## config.mk

```make
export PLATFORM = sky130hd
export DESIGN_NAME = fixed_block_pool_allocator
export DESIGN_NICKNAME = d
export VERILOG_FILES = /design/src/hw/rtl/fbpa_pkg.sv /design/src/hw/rtl/fbpa_ram.sv /design/src/hw/rtl/fixed_block_pool_allocator.sv
export SDC_FILE = /design/constraint.sdc
export NUM_CORES = 2
export LEC_CHECK = 0
export BUFFER_PORTS_ARGS = -buffer_cell sky130_fd_sc_hd__buf_2
export CORE_UTILIZATION = 59
export CTS_BUF_LIST = sky130_fd_sc_hd__clkbuf_2 sky130_fd_sc_hd__clkbuf_4 sky130_fd_sc_hd__clkbuf_8
export DETAILED_ROUTE_END_ITERATION = 8
export GPL_TIMING_DRIVEN = 0
export PLACE_DENSITY_LB_ADDON = 0.2
export SYNTH_ARGS = -nofsm -noshare
export SYNTH_HDL_FRONTEND = slang
export SYNTH_SLANG_ARGS = --single-unit
```

## constraint.sdc

```tcl
create_clock -name clock -period 14.7 [get_ports clock]
set_input_delay 2.94 -clock clock [delete_from_list [all_inputs] [get_ports clock]]
set_output_delay 2.94 -clock clock [all_outputs]
set_load 0.05 [all_outputs]
```

## src/hw/rtl/fbpa_pkg.sv

```systemverilog
// Shared types and constants for the fixed block pool allocator.
// Holds pool sizing, field widths, CSR addresses, command and status codes, and the control states.
// Depends on nothing; imported by the allocator top level.
package fbpa_pkg;

   localparam int NUM_BLOCKS = 256;
   localparam int IDX_W      = $clog2(NUM_BLOCKS);
   localparam int CNT_W      = $clog2(NUM_BLOCKS + 1);
   localparam int CFG_W      = 9;
   localparam int CSR_ADDR_W = 2;
   localparam int RSP_DATA_W = 48;

   localparam logic [CNT_W-1:0] POOL_SIZE = CNT_W'(NUM_BLOCKS);
   localparam logic [IDX_W-1:0] LAST_IDX  = IDX_W'(NUM_BLOCKS - 1);

   typedef enum logic [CSR_ADDR_W-1:0] {
      CSR_MAX_ALLOC      = 2'd0,
      CSR_GENERAL_BLOCKS = 2'd1,
      CSR_RESERVE_BLOCKS = 2'd2,
      CSR_UNUSED         = 2'd3
   } csr_addr_type;

   typedef enum logic [1:0] {
      CMD_INIT    = 2'd0,
      CMD_ALLOC   = 2'd1,
      CMD_RELEASE = 2'd2,
      CMD_NOP     = 2'd3
   } cmd_type;

   typedef enum logic [1:0] {
      ST_OK          = 2'd0,
      ST_LIMIT       = 2'd1,
      ST_EMPTY       = 2'd2,
      ST_BAD_RELEASE = 2'd3
   } status_type;

   typedef enum logic [1:0] {
      S_IDLE,
      S_SWEEP,
      S_FINISH
   } state_type;

endpackage

```

## src/hw/rtl/fbpa_ram.sv

```systemverilog
// Generic simple dual-port RAM: one write port and one read port with registered read data.
// Read data holds its value until the next read enable.
// Depends on nothing.
module fbpa_ram #(
   parameter int DATA_W = 8,
   parameter int DEPTH  = 256,
   parameter int ADDR_W = $clog2(DEPTH)
) (
   input  logic              clock,
   input  logic              wr_en,
   input  logic [ADDR_W-1:0] wr_addr,
   input  logic [DATA_W-1:0] wr_data,
   input  logic              rd_en,
   input  logic [ADDR_W-1:0] rd_addr,
   output logic [DATA_W-1:0] rd_data
);

   logic [DATA_W-1:0] mem_ff [DEPTH];
   logic [DATA_W-1:0] rd_data_ff;

   always_ff @(posedge clock) begin
      if (wr_en) begin
         mem_ff[wr_addr] <= wr_data;
      end
      if (rd_en) begin
         rd_data_ff <= mem_ff[rd_addr];
      end
   end

   assign rd_data = rd_data_ff;

endmodule

```

## src/hw/rtl/fixed_block_pool_allocator.sv

```systemverilog
// Fixed block pool allocator top level: control, list pointers, counters and result register.
// Depends on fbpa_pkg and on fbpa_ram, which holds the next-block link of every block.
//
// The allocator hands out indices of fixed-size blocks from two FIFO free lists kept as
// linked lists in a 256-entry link memory: a general list, and a reserve list that only
// interrupt-context allocate requests may draw from once the general list is empty. An
// init request rebuilds both lists from the configuration with the highest index of each
// region at the head; it sweeps the link memory one entry per cycle before loading the
// result. Allocate, release and no-op requests issue the one link-memory read that an
// allocate needs in the accepting cycle; the finish state then updates the pointers, writes
// the link of a release and loads the result once the output register is free.
// One request is in flight at a time; a new request is taken as soon as
// the previous result has been loaded into the output register, even while that result
// still waits for the consumer. Configuration registers may be written at any time, but
// only while no request is in flight do they take effect predictably: max_alloc applies at
// once, the two region sizes at the next init. Before the first init both lists are empty.
module fixed_block_pool_allocator
   import fbpa_pkg::*;
(
   input  logic                  clock,
   input  logic                  reset,

   input  logic                  req_tvalid,
   output logic                  req_tready,
   input  logic [7:0]            req_tdata,   // [7:0] block_index
   input  logic [2:0]            req_tuser,   // [1:0] command, [2] in_interrupt

   output logic                  rsp_tvalid,
   input  logic                  rsp_tready,
   // [7:0] granted_block, [8] unlimited, [17:9] available, [26:18] allocated_count,
   // [35:27] free_general, [44:36] free_reserve, [47:45] zero
   output logic [RSP_DATA_W-1:0] rsp_tdata,
   output logic [1:0]            rsp_tuser,   // [1:0] status

   input  logic                  csr_we,
   input  logic [CSR_ADDR_W-1:0] csr_addr,
   input  logic [CFG_W-1:0]      csr_wdata
);

   // Configuration registers.
   logic [CFG_W-1:0] max_alloc_ff, max_alloc_in;
   logic [CFG_W-1:0] general_cfg_ff, general_cfg_in;
   logic [CFG_W-1:0] reserve_cfg_ff, reserve_cfg_in;

   // Control state and the request being served.
   state_type        state_ff, state_in;
   cmd_type          cmd_ff, cmd_in;
   logic             irq_ff, irq_in;
   logic [IDX_W-1:0] idx_ff, idx_in;
   logic [IDX_W-1:0] sweep_ff, sweep_in;

   // List pointers and counters.
   logic [IDX_W-1:0] gen_head_ff, gen_head_in;
   logic [IDX_W-1:0] gen_tail_ff, gen_tail_in;
   logic [CNT_W-1:0] gen_cnt_ff, gen_cnt_in;
   logic [IDX_W-1:0] res_head_ff, res_head_in;
   logic [IDX_W-1:0] res_tail_ff, res_tail_in;
   logic [CNT_W-1:0] res_cnt_ff, res_cnt_in;
   logic [CNT_W-1:0] alloc_cnt_ff, alloc_cnt_in;
   logic [CNT_W-1:0] lat_reserve_ff, lat_reserve_in;
   logic [CNT_W-1:0] lat_total_ff, lat_total_in;

   // Result register.
   logic                  rsp_valid_ff, rsp_valid_in;
   logic [RSP_DATA_W-1:0] rsp_data_ff, rsp_data_in;
   logic [1:0]            rsp_user_ff, rsp_user_in;

   // Link memory ports.
   logic             link_we;
   logic [IDX_W-1:0] link_waddr;
   logic [IDX_W-1:0] link_wdata;
   logic             link_re;
   logic [IDX_W-1:0] link_raddr;
   logic [IDX_W-1:0] link_rdata;

   logic             req_accept;
   logic             out_free;
   logic [CNT_W-1:0] res_eff;
   logic [CNT_W-1:0] gen_room;
   logic [CNT_W-1:0] gen_eff;
   logic [CNT_W-1:0] total_eff;
   logic [CNT_W-1:0] max_ext;
   logic             limited;
   status_type       status;
   logic [IDX_W-1:0] granted;
   logic [CNT_W-1:0] avail;

   fbpa_ram #(
      .DATA_W (IDX_W),
      .DEPTH  (NUM_BLOCKS)
   ) u_link_ram (
      .clock   (clock),
      .wr_en   (link_we),
      .wr_addr (link_waddr),
      .wr_data (link_wdata),
      .rd_en   (link_re),
      .rd_addr (link_raddr),
      .rd_data (link_rdata)
   );

   assign req_tready = (state_ff == S_IDLE);
   assign req_accept = req_tvalid && req_tready;
   assign out_free   = !rsp_valid_ff || rsp_tready;

   // The allocate read is issued on acceptance: the general head if that list holds a
   // block, otherwise the reserve head. The data is only used when the list holds two or
   // more blocks, so a speculative read for other requests is harmless.
   assign link_re    = req_accept;
   assign link_raddr = (gen_cnt_ff != '0) ? gen_head_ff : res_head_ff;

   // Region sizes as an init would set them: the reserve is clamped to the pool, and the
   // general region to whatever the reserve leaves.
   assign res_eff   = (CNT_W'(reserve_cfg_ff) > POOL_SIZE) ? POOL_SIZE : CNT_W'(reserve_cfg_ff);
   assign gen_room  = POOL_SIZE - res_eff;
   assign gen_eff   = (CNT_W'(general_cfg_ff) > gen_room) ? gen_room : CNT_W'(general_cfg_ff);
   assign total_eff = res_eff + gen_eff;

   assign max_ext = CNT_W'(max_alloc_ff);
   assign limited = (max_ext != '0) && (alloc_cnt_ff >= max_ext);

   always_comb begin
      max_alloc_in   = max_alloc_ff;
      general_cfg_in = general_cfg_ff;
      reserve_cfg_in = reserve_cfg_ff;
      state_in       = state_ff;
      cmd_in         = cmd_ff;
      irq_in         = irq_ff;
      idx_in         = idx_ff;
      sweep_in       = sweep_ff;
      gen_head_in    = gen_head_ff;
      gen_tail_in    = gen_tail_ff;
      gen_cnt_in     = gen_cnt_ff;
      res_head_in    = res_head_ff;
      res_tail_in    = res_tail_ff;
      res_cnt_in     = res_cnt_ff;
      alloc_cnt_in   = alloc_cnt_ff;
      lat_reserve_in = lat_reserve_ff;
      lat_total_in   = lat_total_ff;
      rsp_valid_in   = rsp_valid_ff && !rsp_tready;
      rsp_data_in    = rsp_data_ff;
      rsp_user_in    = rsp_user_ff;
      link_we        = 1'b0;
      link_waddr     = sweep_ff;
      link_wdata     = sweep_ff - 1'b1;
      status         = ST_OK;
      granted        = '0;
      avail          = '0;

      if (csr_we) begin
         case (csr_addr)
            CSR_MAX_ALLOC:      max_alloc_in   = csr_wdata;
            CSR_GENERAL_BLOCKS: general_cfg_in = csr_wdata;
            CSR_RESERVE_BLOCKS: reserve_cfg_in = csr_wdata;
            default: ;
         endcase
      end

      case (state_ff)
         S_IDLE: begin
            if (req_accept) begin
               cmd_in   = cmd_type'(req_tuser[1:0]);
               irq_in   = req_tuser[2];
               idx_in   = req_tdata[IDX_W-1:0];
               sweep_in = IDX_W'(1);
               state_in = (cmd_type'(req_tuser[1:0]) == CMD_INIT) ? S_SWEEP : S_FINISH;
            end
         end

         S_SWEEP: begin
            // Chain every block inside the pool to the one below it. The lowest block of
            // each region is its tail, and an init leaves the link of a tail and of every
            // block outside the pool as it was.
            link_we  = (CNT_W'(sweep_ff) < total_eff) && (CNT_W'(sweep_ff) != res_eff);
            sweep_in = sweep_ff + 1'b1;
            if (sweep_ff == LAST_IDX) begin
               state_in = S_FINISH;
            end
         end

         S_FINISH: begin
            if (out_free) begin
               case (cmd_ff)
                  CMD_INIT: begin
                     res_cnt_in     = res_eff;
                     res_head_in    = (res_eff != '0) ? IDX_W'(res_eff - 1'b1) : '0;
                     res_tail_in    = '0;
                     gen_cnt_in     = gen_eff;
                     gen_head_in    = (gen_eff != '0) ? IDX_W'(total_eff - 1'b1) : '0;
                     gen_tail_in    = (gen_eff != '0) ? IDX_W'(res_eff) : '0;
                     alloc_cnt_in   = '0;
                     lat_reserve_in = res_eff;
                     lat_total_in   = total_eff;
                  end

                  CMD_ALLOC: begin
                     if (limited) begin
                        status = ST_LIMIT;
                     end else if (gen_cnt_ff != '0) begin
                        granted      = gen_head_ff;
                        gen_cnt_in   = gen_cnt_ff - 1'b1;
                        alloc_cnt_in = alloc_cnt_ff + 1'b1;
                        if (gen_cnt_ff > CNT_W'(1)) begin
                           gen_head_in = link_rdata;
                        end
                     end else if (irq_ff && (res_cnt_ff != '0)) begin
                        granted      = res_head_ff;
                        res_cnt_in   = res_cnt_ff - 1'b1;
                        alloc_cnt_in = alloc_cnt_ff + 1'b1;
                        if (res_cnt_ff > CNT_W'(1)) begin
                           res_head_in = link_rdata;
                        end
                     end else begin
                        status = ST_EMPTY;
                     end
                  end

                  CMD_RELEASE: begin
                     if ((alloc_cnt_ff == '0) || (CNT_W'(idx_ff) >= lat_total_ff)) begin
                        status = ST_BAD_RELEASE;
                     end else begin
                        alloc_cnt_in = alloc_cnt_ff - 1'b1;
                        link_wdata   = idx_ff;
                        if (CNT_W'(idx_ff) < lat_reserve_ff) begin
                           if (res_cnt_ff == '0) begin
                              res_head_in = idx_ff;
                           end else begin
                              link_we    = 1'b1;
                              link_waddr = res_tail_ff;
                           end
                           res_tail_in = idx_ff;
                           res_cnt_in  = res_cnt_ff + 1'b1;
                        end else begin
                           if (gen_cnt_ff == '0) begin
                              gen_head_in = idx_ff;
                           end else begin
                              link_we    = 1'b1;
                              link_waddr = gen_tail_ff;
                           end
                           gen_tail_in = idx_ff;
                           gen_cnt_in  = gen_cnt_ff + 1'b1;
                        end
                     end
                  end

                  default: ;
               endcase

               if ((max_ext != '0) && (max_ext > alloc_cnt_in)) begin
                  avail = max_ext - alloc_cnt_in;
               end

               rsp_valid_in = 1'b1;
               rsp_user_in  = status;
               rsp_data_in  = {3'b000, 9'(res_cnt_in), 9'(gen_cnt_in), 9'(alloc_cnt_in),
                               9'(avail), (max_ext == '0), 8'(granted)};
               state_in     = S_IDLE;
            end
         end

         default: state_in = S_IDLE;
      endcase
   end

   always_ff @(posedge clock) begin
      if (reset) begin
         max_alloc_ff   <= '0;
         general_cfg_ff <= CFG_W'(256);
         reserve_cfg_ff <= '0;
         state_ff       <= S_IDLE;
         gen_head_ff    <= '0;
         gen_tail_ff    <= '0;
         gen_cnt_ff     <= '0;
         res_head_ff    <= '0;
         res_tail_ff    <= '0;
         res_cnt_ff     <= '0;
         alloc_cnt_ff   <= '0;
         lat_reserve_ff <= '0;
         lat_total_ff   <= '0;
         rsp_valid_ff   <= 1'b0;
      end else begin
         max_alloc_ff   <= max_alloc_in;
         general_cfg_ff <= general_cfg_in;
         reserve_cfg_ff <= reserve_cfg_in;
         state_ff       <= state_in;
         gen_head_ff    <= gen_head_in;
         gen_tail_ff    <= gen_tail_in;
         gen_cnt_ff     <= gen_cnt_in;
         res_head_ff    <= res_head_in;
         res_tail_ff    <= res_tail_in;
         res_cnt_ff     <= res_cnt_in;
         alloc_cnt_ff   <= alloc_cnt_in;
         lat_reserve_ff <= lat_reserve_in;
         lat_total_ff   <= lat_total_in;
         rsp_valid_ff   <= rsp_valid_in;
      end
   end

   always_ff @(posedge clock) begin
      cmd_ff      <= cmd_in;
      irq_ff      <= irq_in;
      idx_ff      <= idx_in;
      sweep_ff    <= sweep_in;
      rsp_data_ff <= rsp_data_in;
      rsp_user_ff <= rsp_user_in;
   end

   assign rsp_tvalid = rsp_valid_ff;
   assign rsp_tdata  = rsp_data_ff;
   assign rsp_tuser  = rsp_user_ff;

endmodule
```

# [Word-level counts from Yosys, hierarchy flattened]
# Memory sizes are Yosys's and may differ from the RTL's. A register that Yosys moved wholly into a read port is not among the register bits.
# Cells that the tools add are included.
[totals] mem_count=1 out_inout_bits=52 regBits=173 elab_cells=188 inputBits=27 ramBits=2048
[memory_table] name="u_link_ram.mem_ff" depth=256 word_bits=8 rd=1 rd_ports_with_merged_regs=1 write_ports=1 line="fbpa_ram.sv:18" rtl="logic [DATA_W-1:0] mem_ff [DEPTH];"
[classes] mux=81 n_eq_ne=22 order_cmp=9 n_reduce_logical=39 n_addsub=13 bitwise_logic=1
[op_table] operator="$mux W8" n=35
[op_table] operator="$mux W9" n=17
[op_table] operator="$pmux W9 S3" n=3
[op_table] operator="$pmux W8 S2" n=3
[op_table] operator="$pmux W8 S3" n=2
[op_table] operator="$reduce_bool A9 Y1" n=5
[op_table] operator="$logic_not A9 Y1" n=4
[op_table] operator="$add A9 B1 Y9 const B" n=3
[op_table] operator="$sub A9 B1 Y9 const B" n=3
[op_table] operator="$ne A2 B2 Y1 const B" n=13
[op_table] operator="$sub A8 B1 Y8 const B" n=3
[op_table] operator="$gt A9 B1 Y1 const B" n=2
[op_table] operator="$gt A9 B9 Y1" n=2
[op_table] operator="$lt A8 B9 Y1" n=2
[op_table] operator="$mux W2" n=8
[op_table] operator="$reduce_and A2 Y1" n=6
[op_table] operator="$mux W1" n=10
[op_table] operator="$reduce_and A10 Y1" n=1
[op_table] operator="$reduce_and A5 Y1" n=2
[op_table] operator="$add A9 B9 Y9" n=1
[op_table] operator="$ge A8 B9 Y1" n=1
[op_table] operator="$ge A9 B9 Y1" n=1
[op_table] operator="$gt A9 B9 Y1 const B" n=1
[op_table] operator="$ne A8 B9 Y1" n=1
[op_table] operator="20 further kinds" n=36

# [Longest topological paths before layout]
[depth] depth_word=11 ltp_mapped=32 depth_no_buf=28

# [By module]
# From an unflattened synthesis, not the netlist that was laid out.
[hier_totals] cells_unflattened=5090 area_unflattened_um2=91129.9
[by_module_without_submodules] module="fbpa_ram" area_per_inst_um2=79636.4 cells_per_inst=3733 n_inst=1 seq_area_each_um2=61739.2
[by_module_without_submodules] module="fixed_block_pool_allocator" area_per_inst_um2=11493.5 cells_per_inst=1357 n_inst=1 seq_area_each_um2=4124.0

# [Worst setup path before layout]
# Ideal clock, no wire load.
[synth_path] kind="input-to-reg" start="input rsp_tready" end="memory u_link_ram.mem_ff[0][6] (data pin)" setup_slack_ns=-1.177 n_path_buf=2 required_ns=12.513 cell_stages=6 setup_time_ns=2.187 t_arrival_ns=13.690 path_cell_list="nand2b_1 -> nand2_1 -> nor4_4 -> buf_2 -> clkbuf_1 -> o21ai_0"
[synth_via] elab_chain_len=3
[synth_rtl] item="from (decl)" line="fixed_block_pool_allocator.sv:29" rtl="input logic rsp_tready,"
[synth_rtl] item="$logic_or A1 B1 Y1" line="fixed_block_pool_allocator.sv:103" rtl="assign out_free = !rsp_valid_ff || rsp_tready;"
[synth_rtl] item="$mux W8" line="fixed_block_pool_allocator.sv:181" rtl="if (out_free) begin"
[synth_rtl] item="$mux W8" line="fixed_block_pool_allocator.sv:158" rtl="case (state_ff)"
[synth_rtl] item="net link_wdata[6]" line="fixed_block_pool_allocator.sv:71" rtl="logic [IDX_W-1:0] link_wdata;"
[synth_rtl] item="to (decl)" line="fbpa_ram.sv:18"
# The timed path passes the listed nets, and every way through them passes these cells.

# [Worst setup path in the final report]
[layout_path] start="register reserve_cfg_ff[8]" end="memory u_link_ram.mem_ff[72][5], enable pin"
[layout_via] elab_chain_len=11 elab_cells_between_ends=12 cone_classes="add/sub: 2; order compare: 3; eq/ne: 1; mux: 5; reduce/logical: 1"
[layout_rtl] item="from (decl)" line="fixed_block_pool_allocator.sv:43" rtl="logic [CFG_W-1:0] reserve_cfg_ff, reserve_cfg_in;"
[layout_rtl] item="from (signal assigned)" line="fixed_block_pool_allocator.sv:283" rtl="reserve_cfg_ff <= reserve_cfg_in;"
[layout_rtl] item="$gt A9 B9 Y1 *" line="fixed_block_pool_allocator.sv:113" rtl="assign res_eff = (CNT_W'(reserve_cfg_ff) > POOL_SIZE) ? POOL_SIZE : CNT_W'(reserve_cfg_ff);"
[layout_rtl] item="$mux W9 *" line="fixed_block_pool_allocator.sv:113"
[layout_rtl] item="net res_eff[6]" line="fixed_block_pool_allocator.sv:78" rtl="logic [CNT_W-1:0] res_eff;"
[layout_rtl] item="$sub A9 B9 Y9" line="fixed_block_pool_allocator.sv:114" rtl="assign gen_room = POOL_SIZE - res_eff;"
[layout_rtl] item="$gt A9 B9 Y1" line="fixed_block_pool_allocator.sv:115" rtl="assign gen_eff = (CNT_W'(general_cfg_ff) > gen_room) ? gen_room : CNT_W'(general_cfg_ff);"
[layout_rtl] item="$mux W9" line="fixed_block_pool_allocator.sv:115"
[layout_rtl] item="$add A9 B9 Y9" line="fixed_block_pool_allocator.sv:116" rtl="assign total_eff = res_eff + gen_eff;"
[layout_rtl] item="$lt A8 B9 Y1" line="fixed_block_pool_allocator.sv:173" rtl="link_we = (CNT_W'(sweep_ff) < total_eff) && (CNT_W'(sweep_ff) != res_eff);"
[layout_rtl] item="$logic_and A1 B1 Y1 *" line="fixed_block_pool_allocator.sv:173"
[layout_rtl] item="$pmux W1 S2 *" line="fixed_block_pool_allocator.sv:158"
[layout_rtl] item="$mux W1 *" line="fbpa_ram.sv:22" rtl="if (wr_en) begin"
[layout_rtl] item="$mux W1 (not written as such) *" line="fbpa_ram.sv:23" rtl="mem_ff[wr_addr] <= wr_data;"
# The timed path passes the listed nets; every way through them passes the cells marked *.

==> impl_metrics.env <==
export IMPL_cts_root_buf="clkbuf_8"
export IMPL_critPathKind="flip-flop to flip-flop"
export IMPL_cp_required_ns=15.38
export IMPL_totalWireLength_mm=344.5
export IMPL_io_buffers=74
export IMPL_cp_endpoint="u_link_ram.mem_ff[72][5]$_DFFE_PP_"
export IMPL_clk_path_buf_depth=4
export IMPL_io_pins=79
export IMPL_slowest_stage="nand3_1"
export IMPL_numCtsBuffers=365
export IMPL_yosysWarningCount=0
export IMPL_slowest_delay_ns=1.25
export IMPL_skew_ns=0.1100
export IMPL_p_leak_nw=36.24
export IMPL_grt_use_total=0.4224
export IMPL_finalHoldViolCount=0
export IMPL_drtIter0Drc=11704
export IMPL_startpoint="reserve_cfg_ff[8]$_SDFFE_PP0P_"
export IMPL_nFillCells=11123
export IMPL_failed_checks="design-rule violations, max-capacitance violations, max-slew violations"
export IMPL_cts_clk_slew_worst_paths_ns=0.06
export IMPL_core_area_sq_mm=0.1569
export IMPL_antenna_left=0
export IMPL_vias=68150
export IMPL_syn_area_sq_mm=0.09370
export IMPL_drive_above_1_share=0.1378
export IMPL_layout_setup_ws_ns=2.795
export IMPL_rows=145
export IMPL_crit_path_start_kind="flip-flop"
export IMPL_critical_path_arrival_ns=12.59
export IMPL_dieArea_sq_mm=0.1604
export IMPL_cts_setup_buffers=0
export IMPL_start_util=0.5971
export IMPL_place_gp_congestion=1.106
export IMPL_fin_setup_tns_ns=0
export IMPL_drcViolationCount=2
export IMPL_synth_ff_type="edfxtp_1"
export IMPL_dpl_cell_count=9066
export IMPL_wire_per_inst_um=35.45
export IMPL_finalSetupViolCount=0
export IMPL_cp_max_fo=12
export IMPL_max_slew_margin=-0.1452
export IMPL_power_density_mw_per_mm2=148.4
export IMPL_fmax_ghz=0.08400
export IMPL_fin_hold_ws_ns=0.4498
export IMPL_ff2ff_setup_slack_ns=2.80
export IMPL_die_y_um=400.5
export IMPL_cp_end_kind="flip-flop"
export IMPL_period_share=0.8099
export IMPL_placed_area_sq_mm=0.09852
export IMPL_synthCells=6855
export IMPL_r2r_cells=29
export IMPL_outcome="finished, violations left"
export IMPL_clkSinkCount=2229
export IMPL_multi_input_area_sq_mm=0.02541
export IMPL_gr_total_overflow=0
export IMPL_slew_viol_final=87
export IMPL_hp_class="flip-flop to flip-flop"
export IMPL_synth_seq_cells=2229
export IMPL_ctsHoldBuffers=0
export IMPL_pre_cts_ws_ns=3.504
export IMPL_synth_yosys_seq_area_share=0.7029
export IMPL_rsz0062_at_grt="false"
export IMPL_final_area_sq_mm=0.1054
export IMPL_stdcell_count=9719
export IMPL_synth_edf_count=2122
export IMPL_post_cts_resize_count=0
export IMPL_tightest_slew_ns=1.713
export IMPL_async_reset_ff_frac=0
export IMPL_synth_cell_type_count=102
export IMPL_clk_latency_ns=1.17
export IMPL_min_period_ns=11.90
export IMPL_maxCapViolCount=12
export IMPL_grt_pass1_wl_mm=471.3
export IMPL_grt_antenna_before_repair=29
export IMPL_reg2reg_from="reserve_cfg_ff[8]$_SDFFE_PP0P_"
export IMPL_grt_max_degree=44
export IMPL_cts_max_level=5
export IMPL_area_delta_synth_final_pct=12.52
export IMPL_r2r_end="u_link_ram.mem_ff[72][5]$_DFFE_PP_"
export IMPL_grt_pass1_vias=63209
export IMPL_regArea_sq_mm=0.06586
export IMPL_avgSynthCellArea_sq_um=13.67
export IMPL_drtPass1Iterations=9
export IMPL_vdd_drop_max_uv=113.6
export IMPL_viasPerCell=7.012
export IMPL_dieWidth_um=400.5
export IMPL_cts_tree="yes"
export IMPL_fin_nets=7483
export IMPL_dp_hpwl_mm=242.4
## through the flow
step | power [mW] | utilization
2_1_floorplan | 8.965 | -
3_3_place_gp | 10.45 | 0.6159
3_5_place_dp | 10.29 | 0.6278
4_1_cts | 15.39 | 0.6712
5_1_grt | 15.86 | 0.6715
6_report | 15.65 | 0.6718
## cell usage in the layout, fill, tap and decap left out, drive strengths merged, types with 14 or more instances in the layout
cell type	netlist	final
o211ai	38	38
a22oi	97	97
o22ai	17	17
mux2	33	33
and2	14	14
clkbuf	238	721
o2111ai	15	15
mux2i	421	421
a311oi	23	23
xor2	20	20
a21o	18	18
xnor2	34	34
edfxtp	2122	2122
ha	77	77
nor2b	19	19
nand4	63	63
a32oi	131	131
a2111oi	47	47
dfxtp	107	107
nor2	453	453
diode	0	20
nand2	914	914
nand3	402	402
a222oi	22	22
a211oi	192	192
and3	189	189
a31o	19	19
buf	250	403
o21a	18	18
nor4	24	24
nor3	36	36
inv	86	90
clkinv	2	135
a221oi	51	51
a21oi	184	184
o31ai	18	18
o21ai	209	209
a31oi	122	122
nand4b	14	14
## cell families (layout without fill, tap and decap cells)
family          count (synthesis)  in the layout  share of synthesized area
mux                           454            454                    0.04894
other cells                     1             23                 0.00004002
compound gates               1273           1273                    0.09696
flops                        2229           2229                     0.7029
buf+inv                       576           1360                    0.02756
simple gates                 2188           2188                     0.1077
xor+xnor                       54             54                   0.005048
fa+ha+maj                      80             80                    0.01082
## how the worst min path moves through the flow
| stage | startpoint | endpoint | cells after the start |
|---|---|---|---|
| global route | lat_reserve_ff[6]$_SDFFE_PP0P_ | lat_reserve_ff[6]$_SDFFE_PP0P_ | 2 |
| detailed placement | lat_reserve_ff[0]$_SDFFE_PP0P_ | lat_reserve_ff[0]$_SDFFE_PP0P_ | 2 |
| finish | lat_reserve_ff[0]$_SDFFE_PP0P_ | lat_reserve_ff[0]$_SDFFE_PP0P_ | 2 |
| floorplan | lat_reserve_ff[0]$_SDFFE_PP0P_ | lat_reserve_ff[0]$_SDFFE_PP0P_ | 2 |
| CTS | lat_reserve_ff[0]$_SDFFE_PP0P_ | lat_reserve_ff[0]$_SDFFE_PP0P_ | 2 |
| global placement | lat_total_ff[4]$_SDFFE_PP0P_ | lat_total_ff[4]$_SDFFE_PP0P_ | 2 |
## layer usage
layer | track usage | routed length, um
met1 | 0.5377 | 118400
met2 | 0.5896 | 142800
met3 | 0.1828 | 56510
met4 | 0.2740 | 26720
met5 | 0.002081 | 168
## registers in the layout, indices dropped and copies added, names as in the netlist, 8 cells and up
signal,flops
u_link_ram.rd_data,8
max_alloc_ff,9
sweep_ff,8
gen_cnt_ff,9
res_head_ff,8
alloc_cnt_ff,9
res_tail_ff,8
gen_head_ff,8
u_link_ram.mem_ff,2048
lat_reserve_ff,9
general_cfg_ff,9
reserve_cfg_ff,9
idx_ff,8
lat_total_ff,9
res_cnt_ff,9
gen_tail_ff,8
rsp_tdata,45
## Yosys cell counts (13+ instances only)
cell / n / share of area
buf_2: 177 / 0.0095
and3_1: 189 / 0.013
mux2_2: 33 / 0.0040
a2111oi_0: 46 / 0.0043
and2_1: 13 / 0.00087
buf_4: 29 / 0.0023
o21ai_0: 195 / 0.010
a21o_1: 18 / 0.0014
a31oi_1: 121 / 0.0081
o211ai_1: 38 / 0.0030
o2111ai_1: 15 / 0.0014
a211oi_1: 192 / 0.015
nor3_1: 35 / 0.0019
nand4b_1: 14 / 0.0013
nand2_1: 898 / 0.036
a32oi_1: 131 / 0.012
a22oi_1: 97 / 0.0078
xor2_1: 20 / 0.0019
xnor2_1: 34 / 0.0032
edfxtp_1: 2122 / 0.68
nor2_2: 18 / 0.0012
a21oi_1: 182 / 0.0097
nor4_1: 21 / 0.0014
clkbuf_1: 238 / 0.0095
buf_1: 32 / 0.0013
a222oi_1: 22 / 0.0024
nand4_1: 60 / 0.0040
nand3_1: 392 / 0.021
ha_1: 77 / 0.010
nand2_2: 13 / 0.00087
a311oi_1: 22 / 0.0021
dfxtp_1: 107 / 0.023
inv_1: 86 / 0.0034
o21a_1: 18 / 0.0014
nor2_1: 434 / 0.017
o22ai_1: 17 / 0.0011
a221oi_1: 51 / 0.0048
mux2i_1: 421 / 0.045
nor2b_1: 19 / 0.0013
## report_power, final
group	total, mW	internal, mW	switching (mW)
Clock	5.26	2.77	2.49
Sequential	7.19	7.15	0.0392
Combinational	3.20	0.773	2.43
Total	15.6	10.7	4.96
## area by class of cell
type	count	share of cell area
Clock inverter	148	0.007963
Timing Repair Buffer	153	0.02025
Inverter	88	0.003145
Multi-Input combinational cell	4052	0.2410
Clock buffer	483	0.05665
Buffer	488	0.02139
Tap cell	2058	0.02442
Sequential cell	2229	0.6247
Antenna cell	20	0.0004747
## worst max-delay path: cells and delay by family, from the launching register on
family,cells,cell delay [ns]
AND/OR/NAND/NOR,6,3.21
flip-flops,1,0.32
AO/OA/AOI/OAI,12,3.89
adder cells (fa/ha/maj),4,1.31
buffers and inverters,7,2.70
(Power assumes the default switching activity.)
